`src/design/sha_pkg.sv`:
```
// ----------------------------------------------------------------------------
// sha_pkg
// shared types, constants and round functions for the sha-256 engine
// ----------------------------------------------------------------------------
`default_nettype none

package sha_pkg;

   localparam int unsigned WordBits   = 32;
   localparam int unsigned BlockWords = 16;
   localparam int unsigned HashWords  = 8;
   localparam int unsigned Rounds     = 64;

   localparam logic [7:0] PadByte = 8'h80;

   typedef logic [WordBits-1:0] word_type;

   // one 512-bit block as it travels between front and back
   typedef struct packed {
      logic [BlockWords-1:0][WordBits-1:0] words;
      logic                                is_final;
   } blk_entry_type;

   localparam logic [HashWords-1:0][WordBits-1:0] InitHash = {
      32'h5be0cd19, 32'h1f83d9ab, 32'h9b05688c, 32'h510e527f,
      32'ha54ff53a, 32'h3c6ef372, 32'hbb67ae85, 32'h6a09e667
   };

   localparam logic [Rounds-1:0][WordBits-1:0] RoundK = {
      32'hc67178f2, 32'hbef9a3f7, 32'ha4506ceb, 32'h90befffa,
      32'h8cc70208, 32'h84c87814, 32'h78a5636f, 32'h748f82ee,
      32'h682e6ff3, 32'h5b9cca4f, 32'h4ed8aa4a, 32'h391c0cb3,
      32'h34b0bcb5, 32'h2748774c, 32'h1e376c08, 32'h19a4c116,
      32'h106aa070, 32'hf40e3585, 32'hd6990624, 32'hd192e819,
      32'hc76c51a3, 32'hc24b8b70, 32'ha81a664b, 32'ha2bfe8a1,
      32'h92722c85, 32'h81c2c92e, 32'h766a0abb, 32'h650a7354,
      32'h53380d13, 32'h4d2c6dfc, 32'h2e1b2138, 32'h27b70a85,
      32'h14292967, 32'h06ca6351, 32'hd5a79147, 32'hc6e00bf3,
      32'hbf597fc7, 32'hb00327c8, 32'ha831c66d, 32'h983e5152,
      32'h76f988da, 32'h5cb0a9dc, 32'h4a7484aa, 32'h2de92c6f,
      32'h240ca1cc, 32'h0fc19dc6, 32'hefbe4786, 32'he49b69c1,
      32'hc19bf174, 32'h9bdc06a7, 32'h80deb1fe, 32'h72be5d74,
      32'h550c7dc3, 32'h243185be, 32'h12835b01, 32'hd807aa98,
      32'hab1c5ed5, 32'h923f82a4, 32'h59f111f1, 32'h3956c25b,
      32'he9b5dba5, 32'hb5c0fbcf, 32'h71374491, 32'h428a2f98
   };

   function automatic word_type rotr(input word_type v, input int unsigned s);
      rotr = (v >> s) | (v << (WordBits - s));
   endfunction

   function automatic word_type big_sigma0(input word_type v);
      big_sigma0 = rotr(v, 2) ^ rotr(v, 13) ^ rotr(v, 22);
   endfunction

   function automatic word_type big_sigma1(input word_type v);
      big_sigma1 = rotr(v, 6) ^ rotr(v, 11) ^ rotr(v, 25);
   endfunction

   function automatic word_type small_sigma0(input word_type v);
      small_sigma0 = rotr(v, 7) ^ rotr(v, 18) ^ (v >> 3);
   endfunction

   function automatic word_type small_sigma1(input word_type v);
      small_sigma1 = rotr(v, 17) ^ rotr(v, 19) ^ (v >> 10);
   endfunction

endpackage

`default_nettype wire

```
`src/design/sha_fifo.sv`:
```
// ----------------------------------------------------------------------------
// sha_fifo
// two-entry block queue between packing front and compression back
// ----------------------------------------------------------------------------
`default_nettype none

module sha_fifo
   import sha_pkg::*;
(
   input  wire logic          clock,
   input  wire logic          reset,
   input  wire logic          push,
   input  wire blk_entry_type push_data,
   output logic               full,
   input  wire logic          pop,
   output blk_entry_type      pop_data,
   output logic               empty
);

   blk_entry_type mem_ff [2];
   logic          wr_ff, rd_ff;
   logic [1:0]    cnt_ff;

   assign full     = (cnt_ff == 2'd2);
   assign empty    = (cnt_ff == 2'd0);
   assign pop_data = mem_ff[rd_ff];

   // entry storage
   always_ff @(posedge clock) begin
      if (push) mem_ff[wr_ff] <= push_data;
   end

   // pointers and fill count
   always_ff @(posedge clock) begin
      if (reset) begin
         wr_ff  <= 1'b0;
         rd_ff  <= 1'b0;
         cnt_ff <= 2'd0;
      end else begin
         if (push) wr_ff <= ~wr_ff;
         if (pop)  rd_ff <= ~rd_ff;
         cnt_ff <= cnt_ff + {1'b0, push} - {1'b0, pop};
      end
   end

endmodule

`default_nettype wire

```
`config.mk`:
```
export PLATFORM = sky130hd
export DESIGN_NAME = sha_fifo
export DESIGN_NICKNAME = d
export VERILOG_FILES = /design/src/design/sha_pkg.sv /design/src/design/sha_fifo.sv
export SDC_FILE = /design/constraint.sdc
export NUM_CORES = 1
export LEC_CHECK = 0
export ABC_AREA = 1
export BUFFER_PORTS_ARGS = -buffer_cell sky130_fd_sc_hd__buf_2
export CORE_AREA = 2 2 399 401
export CTS_BUF_LIST = sky130_fd_sc_hd__clkbuf_4
export DETAILED_ROUTE_END_ITERATION = 12
export DIE_AREA = 0 0 401 403
export PLACE_DENSITY = 0.54
export SETUP_SLACK_MARGIN = 0.2
export SLEW_MARGIN = 25
export SYNTH_ARGS = -nofsm -noshare
export SYNTH_HDL_FRONTEND = slang
export SYNTH_SLANG_ARGS = --single-unit
```
`constraint.sdc`:
```
create_clock -name clock -period 83.3 [get_ports clock]
set_clock_uncertainty 0.2 [all_clocks]
set_input_delay 16.66 -clock clock [delete_from_list [all_inputs] [get_ports clock]]
set_output_delay 16.66 -clock clock [all_outputs]
set_load 0.02 [all_outputs]
```
==> impl_metrics.json <==
{
  "critical_path.cell_chain": "buf_4, buf_4, buf_4, buf_4, mux2_2, buf_2",
  "rsz0062_at_grt": "false",
  "min_from": "rd_ff",
  "max_stage_delay_ps": 860,
  "synthesis.nets": 2146,
  "hold_buffers": 0,
  "report.final.slew_viol_count": 0,
  "hold_viol": 0,
  "track_usage": 0.129,
  "p_clk_frac": 0.369,
  "cts.sinks": 1031,
  "ioPinCount": 1032,
  "cts_tree": "done",
  "drt_iter0_drc": 1019,
  "drt_first_pass_iters": 6,
  "viasPerCell": 4.02,
  "hpwl_mm": 78.1,
  "drt-total-wl_mm": 109,
  "die-area_mm2": 0.162,
  "drc_errors": 0,
  "hold_slack_ps": 311,
  "antenna_found_initial": 67,
  "internal_power_mw": 0.891,
  "drive_gt1_frac": 0.647,
  "p_sw_mw": 0.300,
  "cts_buffers": 300,
  "fmax_mhz": 44.2,
  "nNetsFinal": 3442,
  "htreeDepth": 5,
  "ir_drop_mv": 0.0222,
  "path_max_fanout": 68,
  "num_vias": 20940,
  "min_path_type": "register to register",
  "tightest_slew_ps": 1030,
  "powerDensity_mw_per_mm2": 24.7,
  "cts_setup_buffers": 0,
  "grt_max_degree": 139,
  "portBuffers": 1031,
  "swShare": 0.252,
  "reg2reg_from": "wr_ff",
  "die_w_um": 401,
  "p_seq_frac": 0.511,
  "fin_crit_ps": 22620,
  "root_buffer": "clkbuf_4",
  "gp_congestion": 0.844,
  "cts_resized": 0,
  "cap_violations": 0,
  "p_leak_nw": 17.9,
  "required_ps": 66440,
  "die_h_um": 403,
  "worstSetupPathType": "register to output pin",
  "slew_headroom": 0.316,
  "clk_pin_slew_ps": 60,
  "clock_latency_ps": 1220,
  "yosysSeqAreaShare": 0.826,
  "clock_path_buffers": 4,
  "power_frac_comb": 0.119,
  "ant_nets": 0,
  "outcome": "finished, final reports clean",
  "setup-violations-final": 0,
  "syn-instance-count": 1627,
  "core_mm2": 0.157,
  "holdPathStages": 2,
  "rows": 146,
  "cp_slowest_cell": "dfxtp_4",
  "synth.avg_cell_area_um2": 23.0,
  "syn_area_mm2": 0.0374,
  "critical_path.endpoint_type": "output pin",
  "initial_core_util": 0.238,
  "crit_top_cell": "buf_4",
  "r2r.worst_path.cells": 5,
  "finalCritPeriodShare": 0.272,
  "fin_setup_tns_ps": 0,
  "syn_to_final_growth_pct": 29.1,
  "ys_ff_latch": 1031,
  "overflow": 0,
  "yosys_warnings": 0,
  "grt_pass1_wl_mm": 150,
  "worst_setup_path_start_kind": "register",
  "cp.arrival_ps": 5760,
  "synth_cell_types": 13,
  "grt_pass1_vias": 22014,
  "avgRoutedWirePerCell_um": 20.9
}
==> worst paths after layout <==
kind | to | slack (ps)
hold reg to reg | rd_ff | 310
hold / removal | rd_ff | 310
setup / recovery | pop_data[91] | 60680
setup reg to reg | mem_ff[0][233] | 78410
==> critical path: cells and delay by family, from the launching register on <==
family	cells	cell delay (ps)
flops	1	860
buf+inv	5	3030
mux	1	420
==> power by group through the flow <==
stage | clock network [mW] | logic [mW] | registers [mW]
detailed placement | 0 | 0.144 | 0.620
CTS | 0.459 | 0.145 | 0.609
global route | 0.484 | 0.152 | 0.611
finish | 0.440 | 0.142 | 0.609
floorplan | 0 | 0.0887 | 0.635
global placement | 0 | 0.144 | 0.620
==> state kept, by name (all words and copies together), names as in the netlist, named ones only <==
signal	flops
cnt_ff	2
mem_ff	1026
rd_ff	1
wr_ff	1
==> area by class of cell <==
type,instances,area (µm²)
diodes,31,77.6
fillers,15781,109000
clock buffers,426,3200
flip-flops and latches,1031,30900
multi-input cells,531,5880
inverters,8,37.5
well taps,2072,2590
repair buffers,1051,5350
clock inverters,57,259
==> cells in the mapped netlist <==
library cell	count	area, µm²
dfxtp_1	5	100
mux2_2	513	5780
ha_1	2	25.0
nor2_1	8	30.0
buf_6	53	597
edfxtp_1	1026	30800
buf_2	4	20.0
nand2_1	4	15.0
nor3_1	1	5.00
xnor2_1	1	8.76
a21oi_1	1	5.00
inv_1	8	30.0
nand3_1	1	5.00
==> metal layers <==
layer,share of wire,track usage,vias to the layer above,routed length [µm]
li1,-,-,9322,-
met1,0.36,0.133,10319,39100
met2,0.49,0.214,979,53600
met3,0.11,0.0677,292,11700
met4,0.038,0.0649,28,4170
met5,0.0018,0,-,193
==> stage by stage <==
step | cells | worst slack (ps) | total power [mW] | cell area (µm²) | util
6_report | 5207 | 60680 | 1.19 | 48300 | 0.307
2_1_floorplan | 1627 | 43570 | 0.724 | 37400 | -
4_1_cts | 5176 | 60360 | 1.21 | 48200 | 0.306
3_3_place_gp | 4693 | 61860 | 0.763 | 44800 | 0.284
5_1_grt | 5193 | 60110 | 1.25 | 48300 | 0.307
3_5_place_dp | 4693 | 61830 | 0.765 | 44800 | 0.284
==> cells in the final DEF (no fill, tap or decap) <==
cell        count
buf_2        1031
buf_12          3
xnor2_1         1
nand3_1         1
inv_2           4
clkinvlp_4      1
mux2_2        513
edfxtp_1     1026
dfxtp_4         1
clkinv_2        8
nand2_1         4
bufinv_16       1
buf_6           1
dfxtp_1         4
ha_1            2
clkinv_1       42
inv_1           7
clkbuf_4      426
inv_8           1
clkinv_4        1
diode_2        31
a21oi_1         1
buf_4          16
nor2_4          1
nor2_1          7
nor3_1          1
==> kinds of logic (layout without fill, tap and decap cells) <==
group | Yosys count | in the layout | share of synthesized area
other | 0 | 31 | 0
DFF | 1031 | 1031 | 0.826
muxes | 513 | 513 | 0.154
buffers and inverters | 65 | 1542 | 0.0173
and+or+nand+nor | 14 | 14 | 0.00147
AOI/OAI and AO/OA | 1 | 1 | 0.000134
xor gates and xnor gates | 1 | 1 | 0.000234
adders and majority gates | 2 | 2 | 0.000668
Note: power is estimated with default switching activity, not from simulation.
