<file path="src/design/sha_pkg.sv">
// ----------------------------------------------------------------------------
// sha_pkg
// shared types, constants and round functions for the sha-256 engine
// ----------------------------------------------------------------------------
`default_nettype none

package sha_pkg;

   localparam int unsigned WordBits   = 32;
   localparam int unsigned BlockWords = 16;
   localparam int unsigned HashWords  = 8;
   localparam int unsigned Rounds     = 64;

   localparam logic [7:0] PadByte = 8'h80;

   typedef logic [WordBits-1:0] word_type;

   // one 512-bit block as it travels between front and back
   typedef struct packed {
      logic [BlockWords-1:0][WordBits-1:0] words;
      logic                                is_final;
   } blk_entry_type;

   localparam logic [HashWords-1:0][WordBits-1:0] InitHash = {
      32'h5be0cd19, 32'h1f83d9ab, 32'h9b05688c, 32'h510e527f,
      32'ha54ff53a, 32'h3c6ef372, 32'hbb67ae85, 32'h6a09e667
   };

   localparam logic [Rounds-1:0][WordBits-1:0] RoundK = {
      32'hc67178f2, 32'hbef9a3f7, 32'ha4506ceb, 32'h90befffa,
      32'h8cc70208, 32'h84c87814, 32'h78a5636f, 32'h748f82ee,
      32'h682e6ff3, 32'h5b9cca4f, 32'h4ed8aa4a, 32'h391c0cb3,
      32'h34b0bcb5, 32'h2748774c, 32'h1e376c08, 32'h19a4c116,
      32'h106aa070, 32'hf40e3585, 32'hd6990624, 32'hd192e819,
      32'hc76c51a3, 32'hc24b8b70, 32'ha81a664b, 32'ha2bfe8a1,
      32'h92722c85, 32'h81c2c92e, 32'h766a0abb, 32'h650a7354,
      32'h53380d13, 32'h4d2c6dfc, 32'h2e1b2138, 32'h27b70a85,
      32'h14292967, 32'h06ca6351, 32'hd5a79147, 32'hc6e00bf3,
      32'hbf597fc7, 32'hb00327c8, 32'ha831c66d, 32'h983e5152,
      32'h76f988da, 32'h5cb0a9dc, 32'h4a7484aa, 32'h2de92c6f,
      32'h240ca1cc, 32'h0fc19dc6, 32'hefbe4786, 32'he49b69c1,
      32'hc19bf174, 32'h9bdc06a7, 32'h80deb1fe, 32'h72be5d74,
      32'h550c7dc3, 32'h243185be, 32'h12835b01, 32'hd807aa98,
      32'hab1c5ed5, 32'h923f82a4, 32'h59f111f1, 32'h3956c25b,
      32'he9b5dba5, 32'hb5c0fbcf, 32'h71374491, 32'h428a2f98
   };

   function automatic word_type rotr(input word_type v, input int unsigned s);
      rotr = (v >> s) | (v << (WordBits - s));
   endfunction

   function automatic word_type big_sigma0(input word_type v);
      big_sigma0 = rotr(v, 2) ^ rotr(v, 13) ^ rotr(v, 22);
   endfunction

   function automatic word_type big_sigma1(input word_type v);
      big_sigma1 = rotr(v, 6) ^ rotr(v, 11) ^ rotr(v, 25);
   endfunction

   function automatic word_type small_sigma0(input word_type v);
      small_sigma0 = rotr(v, 7) ^ rotr(v, 18) ^ (v >> 3);
   endfunction

   function automatic word_type small_sigma1(input word_type v);
      small_sigma1 = rotr(v, 17) ^ rotr(v, 19) ^ (v >> 10);
   endfunction

endpackage

`default_nettype wire

</file>
<file path="src/design/sha_back.sv">
// ----------------------------------------------------------------------------
// sha_back
// one sha-256 round per cycle over queued blocks, then digest word output
// ----------------------------------------------------------------------------
`default_nettype none

module sha_back
   import sha_pkg::*;
(
   input  wire logic          clock,
   input  wire logic          reset,
   input  wire blk_entry_type pop_data,
   input  wire logic          empty,
   output logic               pop,
   output logic               rsp_valid,
   input  wire logic          rsp_stall,
   output logic [31:0]        rsp_digest_word,
   output logic [2:0]         rsp_word_index,
   output logic               rsp_digest_last
);

   typedef enum logic [3:0] {
      B_IDLE  = 4'b0001,
      B_ROUND = 4'b0010,
      B_ADD   = 4'b0100,
      B_OUT   = 4'b1000
   } back_state_type;

   back_state_type                      st_ff;
   logic [HashWords-1:0][WordBits-1:0]  hv_ff;
   logic [HashWords-1:0][WordBits-1:0]  wv_ff;
   logic [BlockWords-1:0][WordBits-1:0] win_ff;
   logic [5:0]                          rnd_ff;
   logic                                fin_ff;
   logic [2:0]                          oidx_ff;
   logic                                ovalid_ff;
   logic [31:0]                         oword_ff;
   logic [2:0]                          oindex_ff;
   logic                                olast_ff;

   word_type w_new, w_cur, t1, t2, ch, maj;
   logic     slot_free;

   // message schedule and round function
   always_comb begin
      w_new = small_sigma1(win_ff[14]) + win_ff[9] + small_sigma0(win_ff[1]) + win_ff[0];
      w_cur = (rnd_ff < 6'd16) ? win_ff[0] : w_new;
      ch    = (wv_ff[4] & wv_ff[5]) ^ (~wv_ff[4] & wv_ff[6]);
      maj   = (wv_ff[0] & wv_ff[1]) ^ (wv_ff[0] & wv_ff[2]) ^ (wv_ff[1] & wv_ff[2]);
      t1    = wv_ff[7] + big_sigma1(wv_ff[4]) + ch + RoundK[rnd_ff] + w_cur;
      t2    = big_sigma0(wv_ff[0]) + maj;
   end

   assign pop       = (st_ff == B_IDLE) && !empty;
   assign slot_free = !ovalid_ff || !rsp_stall;

   // compression sequencer
   always_ff @(posedge clock) begin
      if (reset) begin
         st_ff     <= B_IDLE;
         hv_ff     <= InitHash;
         rnd_ff    <= 6'd0;
         oidx_ff   <= 3'd0;
         ovalid_ff <= 1'b0;
      end else begin
         if (slot_free) ovalid_ff <= 1'b0;
         unique case (st_ff)
            B_IDLE: begin
               if (!empty) begin
                  win_ff <= pop_data.words;
                  fin_ff <= pop_data.is_final;
                  wv_ff  <= hv_ff;
                  rnd_ff <= 6'd0;
                  st_ff  <= B_ROUND;
               end
            end
            B_ROUND: begin
               win_ff <= {w_cur, win_ff[BlockWords-1:1]};
               wv_ff  <= {wv_ff[6:4], wv_ff[3] + t1, wv_ff[2:0], t1 + t2};
               rnd_ff <= rnd_ff + 6'd1;
               if (rnd_ff == 6'd63) st_ff <= B_ADD;
            end
            B_ADD: begin
               for (int i = 0; i < HashWords; i++) hv_ff[i] <= hv_ff[i] + wv_ff[i];
               oidx_ff <= 3'd0;
               st_ff   <= fin_ff ? B_OUT : B_IDLE;
            end
            B_OUT: begin
               if (slot_free) begin
                  ovalid_ff <= 1'b1;
                  oword_ff  <= hv_ff[oidx_ff];
                  oindex_ff <= oidx_ff;
                  olast_ff  <= (oidx_ff == 3'd7);
                  oidx_ff   <= oidx_ff + 3'd1;
                  if (oidx_ff == 3'd7) begin
                     hv_ff <= InitHash;
                     st_ff <= B_IDLE;
                  end
               end
            end
            default: st_ff <= B_IDLE;
         endcase
      end
   end

   assign rsp_valid       = ovalid_ff;
   assign rsp_digest_word = oword_ff;
   assign rsp_word_index  = oindex_ff;
   assign rsp_digest_last = olast_ff;

endmodule

`default_nettype wire

</file>
<file path="config.mk">
export PLATFORM = sky130hd
export DESIGN_NAME = sha_back
export DESIGN_NICKNAME = d
export VERILOG_FILES = /design/src/design/sha_pkg.sv /design/src/design/sha_back.sv
export SDC_FILE = /design/constraint.sdc
export NUM_CORES = 2
export LEC_CHECK = 0
export BUFFER_PORTS_ARGS = -buffer_cell sky130_fd_sc_hd__buf_4
export CAP_MARGIN = 5
export CELL_PAD_IN_SITES_DETAIL_PLACEMENT = 1
export CELL_PAD_IN_SITES_GLOBAL_PLACEMENT = 1
export CORE_MARGIN = 5
export CORE_UTILIZATION = 45
export DETAILED_ROUTE_END_ITERATION = 16
export PLACE_DENSITY_LB_ADDON = 0.1
export SYNTH_ARGS = -nofsm -noshare
export SYNTH_HDL_FRONTEND = slang
export SYNTH_SLANG_ARGS = --single-unit
</file>
<file path="constraint.sdc">
create_clock -name clock -period 104.3 [get_ports clock]
set_clock_uncertainty 0.2 [all_clocks]
set_input_delay 5.215 -clock clock [delete_from_list [all_inputs] [get_ports clock]]
set_output_delay 5.215 -clock clock [all_outputs]
set_load 0.1 [all_outputs]
</file>
==> flow_summary.yaml <==
grt:
  use_met1: 0.418
  grt_max_degree: 200
  grt_usage: 0.340
  grt-ovfl-total: 0
  antenna_found_initial: 26
  top_usage_layer: "met2"
  grt_pass1_wl_mm: 428
  grt_pass1_vias: 64500
  met3_usage: 0.0485
  grt_use_met2: 0.582
critical_path:
  cpPeakStageDelay_ps: 530
  crit_path_start: "win_ff[467]$_DFFE_PP_"
  cp_max_fo: 5
  crit_type: "reg2reg"
  critPathRequiredTime_ps: 104600
  r2r_end: "wv_ff[30]$_DFFE_PP_"
  reg2reg_slack_ps: 92940
  cp_num_buf_inv: 5
  cp-end-kind: "flip-flop"
  r2r_start: "win_ff[467]$_DFFE_PP_"
  critPathArrivalTime_ps: 11660
  cp_top_family: "adder cells"
  start_kind: "flip-flop"
  crit_slowest_cell: "fa_1"
  worstRegToRegCells: 45
  cp.depth: 45
  cpMostUsedCell: "fa_1"
  cp-endpoint: "wv_ff[30]$_DFFE_PP_"
detailed_routing:
  drt-initial-drc-count: 5236
  antenna_left: 0
  wl_mm: 298
  route.detailed.drc: 0
  vias_per_cell: 5.83
  via_count: 62800
  first_pass_iters: 7
  wl_per_cell_um: 27.7
synth:
  async_reset_ff_frac: 0
  synth-edff-count: 805
  synth_nets: 9224
  yosysUniqueCellTypes: 86
  synth.avg_cell_area_sq_um: 8.98
  synth_seq_cells: 1107
  ys_warn_count: 0
  syn_inst: 8121
  ys_seq_area_frac: 0.414
  synthFlopType: "edfxtp_1"
  synth.cell_area_sq_um: 72900
sta:
  max_slew_margin: 0.211
  layout_min_cycle_time_ps: 11360
  slew_violations: 0
  finalCritPeriodShare: 0.109
  finalSetupViolations: 0
  max_clock_freq_mhz: 88.0
  hold_viol: 0
  rsz0062_at_grt: "no"
  fin_setup_tns_ps: 0
  tightest_slew_ps: 1150
power_and_ir_drop:
  clkPwrFrac: 0.179
  p_sw_mw: 1.22
  peakVddDrop_uv: 42.2
  p_per_area_nw_per_um2: 32.1
  power_frac_seq: 0.208
  swShare: 0.455
  p_int_mw: 1.46
  leakage_nw: 35.5
  p_comb_frac: 0.613
  p_total_mw: 2.68
place:
  place.gp.congestion: 0.937
  dp_hpwl_mm: 225
  port_buffers: 554
floorplan:
  pin_count: 555
  die_area_sq_um: 170000
  rows: 147
  start_util: 0.454
  coreArea_sq_um: 161000
  die_w_um: 413
  die_height_um: 413
layout:
  drive_above_1_share: 0.119
  fillers: 18600
  area_growth_pct: 14.5
  final_nets: 9593
clock_network:
  tritoncts: "yes"
  post-cts-setup-buffer-count: 0
  numCtsBuffers: 134
  clkTransAtPathRegs_ps: 60
  clock_latency_ps: 790
  clock_sinks: 1107
  hold_buffers: 0
  cts_root_buf: "clkbuf_16"
  cts.path.max_buffers: 3
  ctsResizeCount: 0
  h-tree-depth: 4
job:
  drv_cap: 0
outcome:
  outcome: "finished clean"
min_path:
  hold_start: "hv_ff[63]$_SDFFE_PP1P_"
  hold_path.class: "reg2reg"
[power by group through the flow]
stage	Sequential, mW	Clock (mW)	Combinational [mW]
2_1_floorplan	0.598	0	1.18
3_3_place_gp	0.563	0	1.57
3_5_place_dp	0.564	0	1.61
4_1_cts	0.555	0.485	1.63
5_1_grt	0.557	0.504	1.80
6_report	0.556	0.479	1.64
[flip-flops by register name, summed over array words and instances, names as in the netlist, named ones only]
signal / flops
fin_ff: 1
win_ff: 512
rsp_word_index: 3
oidx_ff: 3
st_ff: 4
rnd_ff: 6
wv_ff: 256
rsp_digest_last: 1
hv_ff: 256
rsp_digest_word: 32
[cell usage in the layout (no fill, tap or decap), drive strengths merged, types with 43 or more instances in the layout]
cell type	instances
a22oi	77
fa	195
nor2	401
buf	638
xnor2	369
o21bai	45
ha	391
edfxtp	805
a21o	203
nand2	2405
a211oi	43
mux2	72
dfxtp	302
a21oi	420
mux4	64
o21a	66
o21ai	432
o22ai	117
inv	458
xor2	205
clkbuf	171
nand3	68
nand2b	84
clkinv	55
nor3	55
[layout make-up]
cell class	count	area, sq um	share of cell area
Sequential cell	1107	30200	0.362
Timing Repair Buffer	639	4860	0.0582
Clock inverter	71	767	0.00918
Multi-Input combinational cell	6153	39500	0.474
Tap cell	2160	2700	0.0324
Inverter	455	1710	0.0205
Clock buffer	170	3640	0.0436
Antenna cell	20	50.0	0.000599
[worst register-to-register path, delay by kind of cell, from the launching register on]
family                   cells  cell delay (ps)
AND/OR/NAND/NOR              9             1480
adder cells (fa/ha/maj)      9             3930
flip-flops                   1              470
AO/OA/AOI/OAI               17             3640
buffers and inverters        5              330
XOR/XNOR                     5             1060
[worst min-delay path by stage]
stage,to,slack [ps],cells after the start
finish,hv_ff[63]$_SDFFE_PP1P_,300,1
detailed placement,hv_ff[63]$_SDFFE_PP1P_,290,1
CTS,hv_ff[63]$_SDFFE_PP1P_,300,1
global placement,hv_ff[63]$_SDFFE_PP1P_,270,1
global route,win_ff[64]$_DFFE_PP_,320,2
floorplan,rsp_word_index[2]$_DFFE_PP_,230,0
[cells in the mapped netlist, types with 16 or more instances]
library cell,count,area (sq um)
nand2_1,2405,9030
edfxtp_1,805,24200
inv_1,454,1700
o21ai_0,423,2120
a21oi_1,420,2100
nor2_1,401,1510
ha_1,391,4890
clkbuf_1,369,1390
xnor2_1,369,3230
dfxtp_1,302,6050
xor2_1,205,1800
a21o_1,203,1520
fa_1,195,3900
o22ai_1,117,732
nand2b_1,84,526
a22oi_1,77,578
mux2_2,72,811
nand3_1,68,340
o21a_1,66,495
mux4_2,64,1440
nor3_1,55,275
o21bai_1,44,330
a211oi_1,42,315
a31oi_1,39,244
nor2b_1,39,244
and3_1,32,200
buf_1,32,120
o31ai_1,25,188
o211ai_1,24,180
or2_2,19,119
nand4_1,17,106
mux2i_1,16,160
[cell families after synthesis]
logic type	after synthesis	synth area share
compound gates	1651	0.142
xor+xnor	576	0.0696
fa+ha+maj	591	0.121
buf+inv	861	0.0444
flops	1107	0.414
mux	152	0.0331
simple gates	3183	0.176
[per-stage QoR]
step | area (sq um) | utilization | hold slack (ps) | worst slack, ps | std cells
6_report | 83500 | 0.519 | 304 | 92940 | 10800
3_3_place_gp | 79000 | 0.492 | 275 | 93010 | 10500
5_1_grt | 83500 | 0.519 | 321 | 92340 | 10800
3_5_place_dp | 79000 | 0.492 | 285 | 92990 | 10500
2_1_floorplan | 72900 | - | 235 | 64380 | 8121
4_1_cts | 83500 | 0.519 | 299 | 92990 | 10800
[layer usage]
layer | wire [um] | part of all wire | vias to the layer above
li1 | - | - | 28600
met1 | 117000 | 0.39 | 31500
met2 | 145000 | 0.49 | 2150
met3 | 18700 | 0.063 | 555
met4 | 17200 | 0.058 | 10
met5 | 57 | 0.00019 | -
Power figures use the tool's default switching activity.
