[src/design/sha_pkg.sv]
// ----------------------------------------------------------------------------
// sha_pkg
// shared types, constants and round functions for the sha-256 engine
// ----------------------------------------------------------------------------
`default_nettype none

package sha_pkg;

   localparam int unsigned WordBits   = 32;
   localparam int unsigned BlockWords = 16;
   localparam int unsigned HashWords  = 8;
   localparam int unsigned Rounds     = 64;

   localparam logic [7:0] PadByte = 8'h80;

   typedef logic [WordBits-1:0] word_type;

   // one 512-bit block as it travels between front and back
   typedef struct packed {
      logic [BlockWords-1:0][WordBits-1:0] words;
      logic                                is_final;
   } blk_entry_type;

   localparam logic [HashWords-1:0][WordBits-1:0] InitHash = {
      32'h5be0cd19, 32'h1f83d9ab, 32'h9b05688c, 32'h510e527f,
      32'ha54ff53a, 32'h3c6ef372, 32'hbb67ae85, 32'h6a09e667
   };

   localparam logic [Rounds-1:0][WordBits-1:0] RoundK = {
      32'hc67178f2, 32'hbef9a3f7, 32'ha4506ceb, 32'h90befffa,
      32'h8cc70208, 32'h84c87814, 32'h78a5636f, 32'h748f82ee,
      32'h682e6ff3, 32'h5b9cca4f, 32'h4ed8aa4a, 32'h391c0cb3,
      32'h34b0bcb5, 32'h2748774c, 32'h1e376c08, 32'h19a4c116,
      32'h106aa070, 32'hf40e3585, 32'hd6990624, 32'hd192e819,
      32'hc76c51a3, 32'hc24b8b70, 32'ha81a664b, 32'ha2bfe8a1,
      32'h92722c85, 32'h81c2c92e, 32'h766a0abb, 32'h650a7354,
      32'h53380d13, 32'h4d2c6dfc, 32'h2e1b2138, 32'h27b70a85,
      32'h14292967, 32'h06ca6351, 32'hd5a79147, 32'hc6e00bf3,
      32'hbf597fc7, 32'hb00327c8, 32'ha831c66d, 32'h983e5152,
      32'h76f988da, 32'h5cb0a9dc, 32'h4a7484aa, 32'h2de92c6f,
      32'h240ca1cc, 32'h0fc19dc6, 32'hefbe4786, 32'he49b69c1,
      32'hc19bf174, 32'h9bdc06a7, 32'h80deb1fe, 32'h72be5d74,
      32'h550c7dc3, 32'h243185be, 32'h12835b01, 32'hd807aa98,
      32'hab1c5ed5, 32'h923f82a4, 32'h59f111f1, 32'h3956c25b,
      32'he9b5dba5, 32'hb5c0fbcf, 32'h71374491, 32'h428a2f98
   };

   function automatic word_type rotr(input word_type v, input int unsigned s);
      rotr = (v >> s) | (v << (WordBits - s));
   endfunction

   function automatic word_type big_sigma0(input word_type v);
      big_sigma0 = rotr(v, 2) ^ rotr(v, 13) ^ rotr(v, 22);
   endfunction

   function automatic word_type big_sigma1(input word_type v);
      big_sigma1 = rotr(v, 6) ^ rotr(v, 11) ^ rotr(v, 25);
   endfunction

   function automatic word_type small_sigma0(input word_type v);
      small_sigma0 = rotr(v, 7) ^ rotr(v, 18) ^ (v >> 3);
   endfunction

   function automatic word_type small_sigma1(input word_type v);
      small_sigma1 = rotr(v, 17) ^ rotr(v, 19) ^ (v >> 10);
   endfunction

endpackage

`default_nettype wire

[src/design/sha_front.sv]
// ----------------------------------------------------------------------------
// sha_front
// packs message bytes into blocks, appends padding and length, and hands
// finished blocks to the queue
// ----------------------------------------------------------------------------
`default_nettype none

module sha_front
   import sha_pkg::*;
(
   input  wire logic          clock,
   input  wire logic          reset,
   input  wire logic          req_valid,
   output logic               req_stall,
   input  wire logic [31:0]   req_data_word,
   input  wire logic [2:0]    req_byte_count,
   input  wire logic          req_last,
   output logic               push,
   output blk_entry_type      push_data,
   input  wire logic          full
);

   typedef enum logic [4:0] {
      F_IDLE = 5'b00001,
      F_BYTE = 5'b00010,
      F_PAD  = 5'b00100,
      F_LEN  = 5'b01000,
      F_PUSH = 5'b10000
   } front_state_type;

   front_state_type                     st_ff, st_in, ret_ff, ret_in;
   logic [BlockWords-1:0][WordBits-1:0] blk_ff, blk_in;
   logic [5:0]                          pos_ff, pos_in;
   logic [63:0]                         len_ff, len_in;
   logic [31:0]                         word_ff, word_in;
   logic [2:0]                          cnt_ff, cnt_in;
   logic [2:0]                          idx_ff, idx_in;
   logic                                last_ff, last_in;
   logic                                fin_ff, fin_in;
   logic [7:0]                          cur_byte;

   // byte of the held word picked by the byte index, msb first
   always_comb begin
      unique case (idx_ff[1:0])
         2'd0: cur_byte = word_ff[31:24];
         2'd1: cur_byte = word_ff[23:16];
         2'd2: cur_byte = word_ff[15:8];
         default: cur_byte = word_ff[7:0];
      endcase
   end

   // byte packing sequencer
   always_comb begin
      st_in   = st_ff;
      ret_in  = ret_ff;
      blk_in  = blk_ff;
      pos_in  = pos_ff;
      len_in  = len_ff;
      word_in = word_ff;
      cnt_in  = cnt_ff;
      idx_in  = idx_ff;
      last_in = last_ff;
      fin_in  = fin_ff;
      push    = 1'b0;
      unique case (st_ff)
         F_IDLE: begin
            if (req_valid) begin
               word_in = req_data_word;
               cnt_in  = (req_byte_count > 3'd4) ? 3'd4 : req_byte_count;
               idx_in  = 3'd0;
               last_in = req_last;
               st_in   = F_BYTE;
            end
         end
         F_BYTE: begin
            if (idx_ff == cnt_ff) begin
               st_in = last_ff ? F_PAD : F_IDLE;
            end else begin
               blk_in[pos_ff[5:2]][{~pos_ff[1:0], 3'b000} +: 8] = cur_byte;
               pos_in = pos_ff + 6'd1;
               idx_in = idx_ff + 3'd1;
               len_in = len_ff + 64'd8;
               if (pos_ff == 6'd63) begin
                  fin_in = 1'b0;
                  ret_in = F_BYTE;
                  st_in  = F_PUSH;
               end
            end
         end
         F_PAD: begin
            blk_in[pos_ff[5:2]][{~pos_ff[1:0], 3'b000} +: 8] = PadByte;
            pos_in = pos_ff + 6'd1;
            if (pos_ff <= 6'd55) begin
               st_in = F_LEN;
            end else begin
               fin_in = 1'b0;
               ret_in = F_LEN;
               st_in  = F_PUSH;
            end
         end
         F_LEN: begin
            blk_in[14] = len_ff[63:32];
            blk_in[15] = len_ff[31:0];
            fin_in     = 1'b1;
            ret_in     = F_IDLE;
            st_in      = F_PUSH;
         end
         F_PUSH: begin
            if (!full) begin
               push   = 1'b1;
               blk_in = '0;
               pos_in = 6'd0;
               if (fin_ff) len_in = 64'd0;
               st_in  = ret_ff;
            end
         end
         default: st_in = F_IDLE;
      endcase
   end

   assign req_stall          = (st_ff != F_IDLE);
   assign push_data.words    = blk_ff;
   assign push_data.is_final = fin_ff;

   // state registers
   always_ff @(posedge clock) begin
      if (reset) begin
         st_ff  <= F_IDLE;
         ret_ff <= F_IDLE;
         blk_ff <= '0;
         pos_ff <= 6'd0;
         len_ff <= 64'd0;
         fin_ff <= 1'b0;
      end else begin
         st_ff  <= st_in;
         ret_ff <= ret_in;
         blk_ff <= blk_in;
         pos_ff <= pos_in;
         len_ff <= len_in;
         fin_ff <= fin_in;
      end
      word_ff <= word_in;
      cnt_ff  <= cnt_in;
      idx_ff  <= idx_in;
      last_ff <= last_in;
   end

endmodule

`default_nettype wire

[config.mk]
export PLATFORM = sky130hd
export DESIGN_NAME = sha_front
export DESIGN_NICKNAME = d
export VERILOG_FILES = /design/src/design/sha_pkg.sv /design/src/design/sha_front.sv
export SDC_FILE = /design/constraint.sdc
export NUM_CORES = 1
export LEC_CHECK = 0
export ABC_AREA = 1
export BUFFER_PORTS_ARGS = -buffer_cell sky130_fd_sc_hd__clkbuf_2
export CELL_PAD_IN_SITES_DETAIL_PLACEMENT = 1
export CELL_PAD_IN_SITES_GLOBAL_PLACEMENT = 2
export CORE_UTILIZATION = 27
export CTS_CLUSTER_DIAMETER = 80
export CTS_CLUSTER_SIZE = 16
export DETAILED_ROUTE_END_ITERATION = 7
export GPL_TIMING_DRIVEN = 0
export PLACE_DENSITY_LB_ADDON = 0.15
export SYNTH_ARGS = -nofsm -noshare
export SYNTH_HDL_FRONTEND = slang
export SYNTH_SLANG_ARGS = --single-unit
[constraint.sdc]
create_clock -name clock -period 2.3 [get_ports clock]
set_input_delay 0.46 -clock clock [delete_from_list [all_inputs] [get_ports clock]]
set_output_delay 0.46 -clock clock [all_outputs]
set_load 0.005 [all_outputs]
==> run summary <==
OUTCOME
------------------------------------------------------------------------------------------------------
Outcome ................................................................................. finished with violations
Violations in the final reports ......................................................... setup timing

POWER AND IR DROP
------------------------------------------------------------------------------------------------------
Static Leak .............................................................................    0.0182 uW
Internal power of the cells .............................................................     20400 uW
Fraction of power spent switching nets ..................................................        36.2%
Power share of the combinational group ..................................................        35.1%
Clock network fraction of design power ..................................................        29.0%
Sequential Power Share ..................................................................        35.9%
Sw power ................................................................................     11600 uW
Power Dens Cells ........................................................................   752 nW/um2
Total power after layout ................................................................     31900 uW
Maximum ir drop on the vdd rail .........................................................     0.544 mV

LOGIC SYNTHESIS
------------------------------------------------------------------------------------------------------
Sequential cell area fraction in the yosys report .......................................        43.5%
Number of synthesis warnings ............................................................            0
Post-synth top cells .................................................................... 1371 x sky130_fd_sc_hd__nand2_1, 715 x sky130_fd_sc_hd__nor2_1, 588 x sky130_fd_sc_hd__dfxtp_1
Gate Count Post-Synth ...................................................................         4441
Most repeated cell in the gate-level netlist after synthesis ............................ sky130_fd_sc_hd__nand2_1
Syn_nets ................................................................................         4491
Commonest register cell after synthesis ................................................. sky130_fd_sc_hd__dfxtp_1
Library cells used by synthesis .........................................................           42
Syn Std Cell Area .......................................................................    29800 um2
Top area cells in the synthesized netlist ............................................... sky130_fd_sc_hd__dfxtp_1 40%, sky130_fd_sc_hd__nand2_1 17%, sky130_fd_sc_hd__nor2_1 9.0%
Count of flip-flops with a built-in enable after synthesis ..............................           39
Dominant cell type by area after synthesis .............................................. sky130_fd_sc_hd__dfxtp_1
Yosys top cell area share ...............................................................        39.5%
Fraction of registers with async set/reset ..............................................           0%
Post-synthesis area per instance ........................................................     6.70 um2
Total of flip-flops plus latches after synthesis ........................................          627

TIMING
------------------------------------------------------------------------------------------------------
Transition time at the pin with the least slew margin ...................................      1.29 ns
Skew final ..............................................................................    0.0308 ns
Setup TNS after final layout ............................................................    -16.57 ns
Final critical-path share of the clock period ...........................................         106%
Setup-violating endpoint count in the final report ......................................          350
Maximum clock rate ......................................................................      409 MHz
Fin crit period .........................................................................      2.44 ns
Post-route setup slack ..................................................................    -0.144 ns
Worst slew margin relative to its limit .................................................        13.8%
Setup repair after global routing missed its margin .....................................          yes
Endpoints failing hold ..................................................................            0
Number of pins with negative max-slew slack in the final report .........................            0

CRITICAL PATH
------------------------------------------------------------------------------------------------------
Largest driver fanout on the critical path ..............................................           10
Critical path's slowest cell ............................................................ sky130_fd_sc_hd__edfxtp_1
CP Data Arrival Time ....................................................................      3.05 ns
R2r setup slk ...........................................................................     -0.14 ns
Required time at the worst-slack endpoint ...............................................      2.90 ns
Startpoint-to-endpoint class of the critical path .......................................      reg2reg
Element type at the critical path start .................................................     register
Crit Reg-Reg Startpoint ................................................................. idx_ff[0]$_SDFFCE_PN0P_
Largest stage delay, worst path .........................................................      0.48 ns
Endpoint of the lowest-slack register-to-register path .................................. push_data[199]$_SDFFE_PP0P_
Ordered cell list for the critical path ................................................. inv_2, buf_6, ha_4, buf_6, nand2_2, nand4_1, buf_4, nand3_4, inv_4, nand2_4, buf_12, a21oi_1, nor2_1, nor2_1
Launch point of the worst path .......................................................... idx_ff[0]$_SDFFCE_PN0P_
Crit. End Element .......................................................................     register
Logic depth of the worst path, buffers included .........................................           14
FF-to-FF path depth .....................................................................           14
Family of cells with the greatest summed delay on the critical path ..................... buffers and inverters
Sum of buffers and inverters on the critical path .......................................            6

ROUTE
------------------------------------------------------------------------------------------------------
Wire length on met1 .....................................................................      71.4 mm
Met3 WL post-DR .........................................................................      11.3 mm
Vias after detailed routing .............................................................        34000
Count of nets left with antenna violations after detail routing .........................            0
Total wire length after detailed routing ................................................       168 mm
Initial DRT Pass Iterations .............................................................            5
Via density per instance ................................................................         5.00
Residual DRC count ......................................................................            0
Total met2 wirelength after detailed routing ............................................      79.3 mm
Routed len/inst .........................................................................      24.8 um
Iteration-0 DRC count of the detailed router ............................................         2041
Top sig layer ...........................................................................         met4

FINAL LAYOUT
------------------------------------------------------------------------------------------------------
Layout net count ........................................................................         5327
Proportion of layout cells with a drive suffix above 1 ..................................        30.3%
Area taken by flip-flops and latches ....................................................    13000 um2
Final core utilization ..................................................................        38.9%
Area growth from synthesis to layout ....................................................        42.7%
Number of fill cells in the layout ......................................................        13500
Post-route insts no fill ................................................................         6784
Area occupied by multi-input gates ......................................................    17700 um2

CLOCKING
------------------------------------------------------------------------------------------------------
Number of buffers on the longest clock path .............................................            3
Clock transition at the register clock pins on the worst setup and hold paths after CTS .      0.09 ns
Worst skew pair latency .................................................................      0.68 ns
Total number of H-tree levels ...........................................................            2
Number of buffers created by CTS ........................................................           51
Number of sinks handled by clock tree synthesis .........................................          627
TritonCTS clock tree ....................................................................         done
Library cell used as clock root buffer .................................................. sky130_fd_sc_hd__clkbuf_16

DIE
------------------------------------------------------------------------------------------------------
Chip width ..............................................................................       334 um
Standard-cell row count .................................................................          121
Top-Level Pins ..........................................................................          555
Die area ................................................................................   112000 um2
Effective utilization at floorplan ......................................................        27.3%
Core Box Area ...........................................................................   109000 um2
Vert. Die Dim ...........................................................................       334 um

GLOBAL ROUTE
------------------------------------------------------------------------------------------------------
Global-route wire length before repair ..................................................       236 mm
Maximum number of pins on one net before global-route repair ............................           36
Via count of the first global-routing pass ..............................................        33600
Total global-route track usage ..........................................................        28.8%
Initial antenna violation count .........................................................            7
Remaining global-route overflow .........................................................            0

PLACEMENT
------------------------------------------------------------------------------------------------------
Last weighted congestion value of the routability-driven placer .........................        0.854
Number of placed instances with taps included ...........................................         6471
Number of buffers inserted by port buffering ............................................          553
DPL Wire Length .........................................................................       120 mm
Post-Place Setup Slack ..................................................................     -2.16 ns

WORST HOLD PATH
------------------------------------------------------------------------------------------------------
Worst Hold Depth ........................................................................            2
Startpoint of the most critical hold path ............................................... req_byte_count[2]
Hold/Removal Path Class .................................................................       in2reg
Hold Path End ........................................................................... cnt_ff[2]$_SDFFCE_PN1P_

JOB
------------------------------------------------------------------------------------------------------
Max-cap violations ......................................................................            0

==> layout by cell type (no fill, tap or decap), drive strengths merged, types with 2 or more instances in the layout <==
master       Yosys  layout
a21oi          515     515
a22oi           31      31
nor3            34      34
clkinvlp         0       6
clkbuf          99     722
o22ai            2       2
nand3          384     384
dlygate4sd3      0      33
nor3b            3       3
nand2         1378    1378
xnor2            2       2
clkinv           5      14
o21bai           3       3
ha              10      10
nand3b           3       3
dfxtp          588     588
edfxtp          39      39
and2             2       2
nor2           786     786
or2              8       8
o21ai          186     186
xor2             3       3
diode            0       4
nand4           24      24
inv            229     229
buf            102     293
==> power groups by stage <==
| stage | combinational, uW | sequential [uW] | clock, uW |
|---|---|---|---|
| after CTS | 9270 | 11400 | 9480 |
| after global routing | 11500 | 11500 | 9870 |
| final | 11200 | 11500 | 9260 |
| after detailed placement | 5080 | 11700 | 0 |
| after floorplan | 2610 | 11600 | 0 |
| after global placement | 5060 | 11700 | 0 |
==> through the flow <==
stage	area (um2)	hold slack, ns
after global placement	34400	0.442
final	42500	0.0463
after CTS	40000	0.0204
after floorplan	29800	0.427
after detailed placement	34400	0.454
after global routing	42500	0.0408
==> worst register-to-register path: stages, from the launching register on <==
cell and delay [ns]:
sky130_fd_sc_hd__edfxtp_1 0.48, sky130_fd_sc_hd__inv_2 0.16, sky130_fd_sc_hd__buf_6 0.12, sky130_fd_sc_hd__ha_4 0.19, sky130_fd_sc_hd__buf_6 0.14, sky130_fd_sc_hd__nand2_2 0.04
sky130_fd_sc_hd__nand4_1 0.19, sky130_fd_sc_hd__buf_4 0.18, sky130_fd_sc_hd__nand3_4 0.17, sky130_fd_sc_hd__inv_4 0.15, sky130_fd_sc_hd__nand2_4 0.08, sky130_fd_sc_hd__buf_12 0.17
sky130_fd_sc_hd__a21oi_1 0.14, sky130_fd_sc_hd__nor2_1 0.06, sky130_fd_sc_hd__nor2_1 0.09
==> cells by family (layout without fill, tap and decap cells) <==
group	count (synthesis)	count (layout)	synth area share (%)
xor+xnor	5	5	0.147
flops	627	627	43.5
fa+ha+maj	10	10	0.420
compound gates	740	740	13.3
other cells	0	4	0
simple gates	2624	2624	36.5
buf+inv	435	1298	6.11
==> per-layer routing <==
metal  GRT usage (%)  vias to the layer above
met5               0                        -
met4            8.99                        0
met3            5.87                      232
met2            48.6                      967
met1            36.7                    16700
li1                -                    16100
==> registers in the layout (all words and copies together), names as in the netlist <==
name,flops
cnt_ff,3
fin_ff,1
len_ff,61
ret_ff,3
word_ff,32
push_data,512
st_ff,5
idx_ff,3
pos_ff,6
last_ff,1
==> how the worst max path moves through the flow <==
stage | to | slack (ns)
after floorplan | push_data[40]$_SDFFE_PP0P_ | 0.06
after global placement | push_data[264]$_SDFFE_PP0P_ | -2.12
after detailed placement | push_data[264]$_SDFFE_PP0P_ | -2.16
after CTS | push | -0.19
after global routing | push_data[268]$_SDFFE_PP0P_ | -0.25
final | push_data[199]$_SDFFE_PP0P_ | -0.14
==> layout make-up <==
type / count / share of cell area, %
antenna: 4 / 0.0236
buffer: 193 / 3.89
sequential: 627 / 30.5
inverter: 234 / 2.19
tap: 1476 / 4.35
multi-input combinational: 3379 / 41.6
timing repair buffer: 791 / 13.7
clock buffer: 64 / 3.29
clock inverter: 16 / 0.427
==> what timing repair did <==
item                       4_1_cts  5_1_grt
cloned                          18       11
resized for setup              617      472
hold endpoints to repair        33        0
setup endpoints to repair      587      583
hold buffers                    33        0
setup buffers                  130       60
pin swaps                      149      216
No activity file was read; power rests on OpenSTA's default activity.
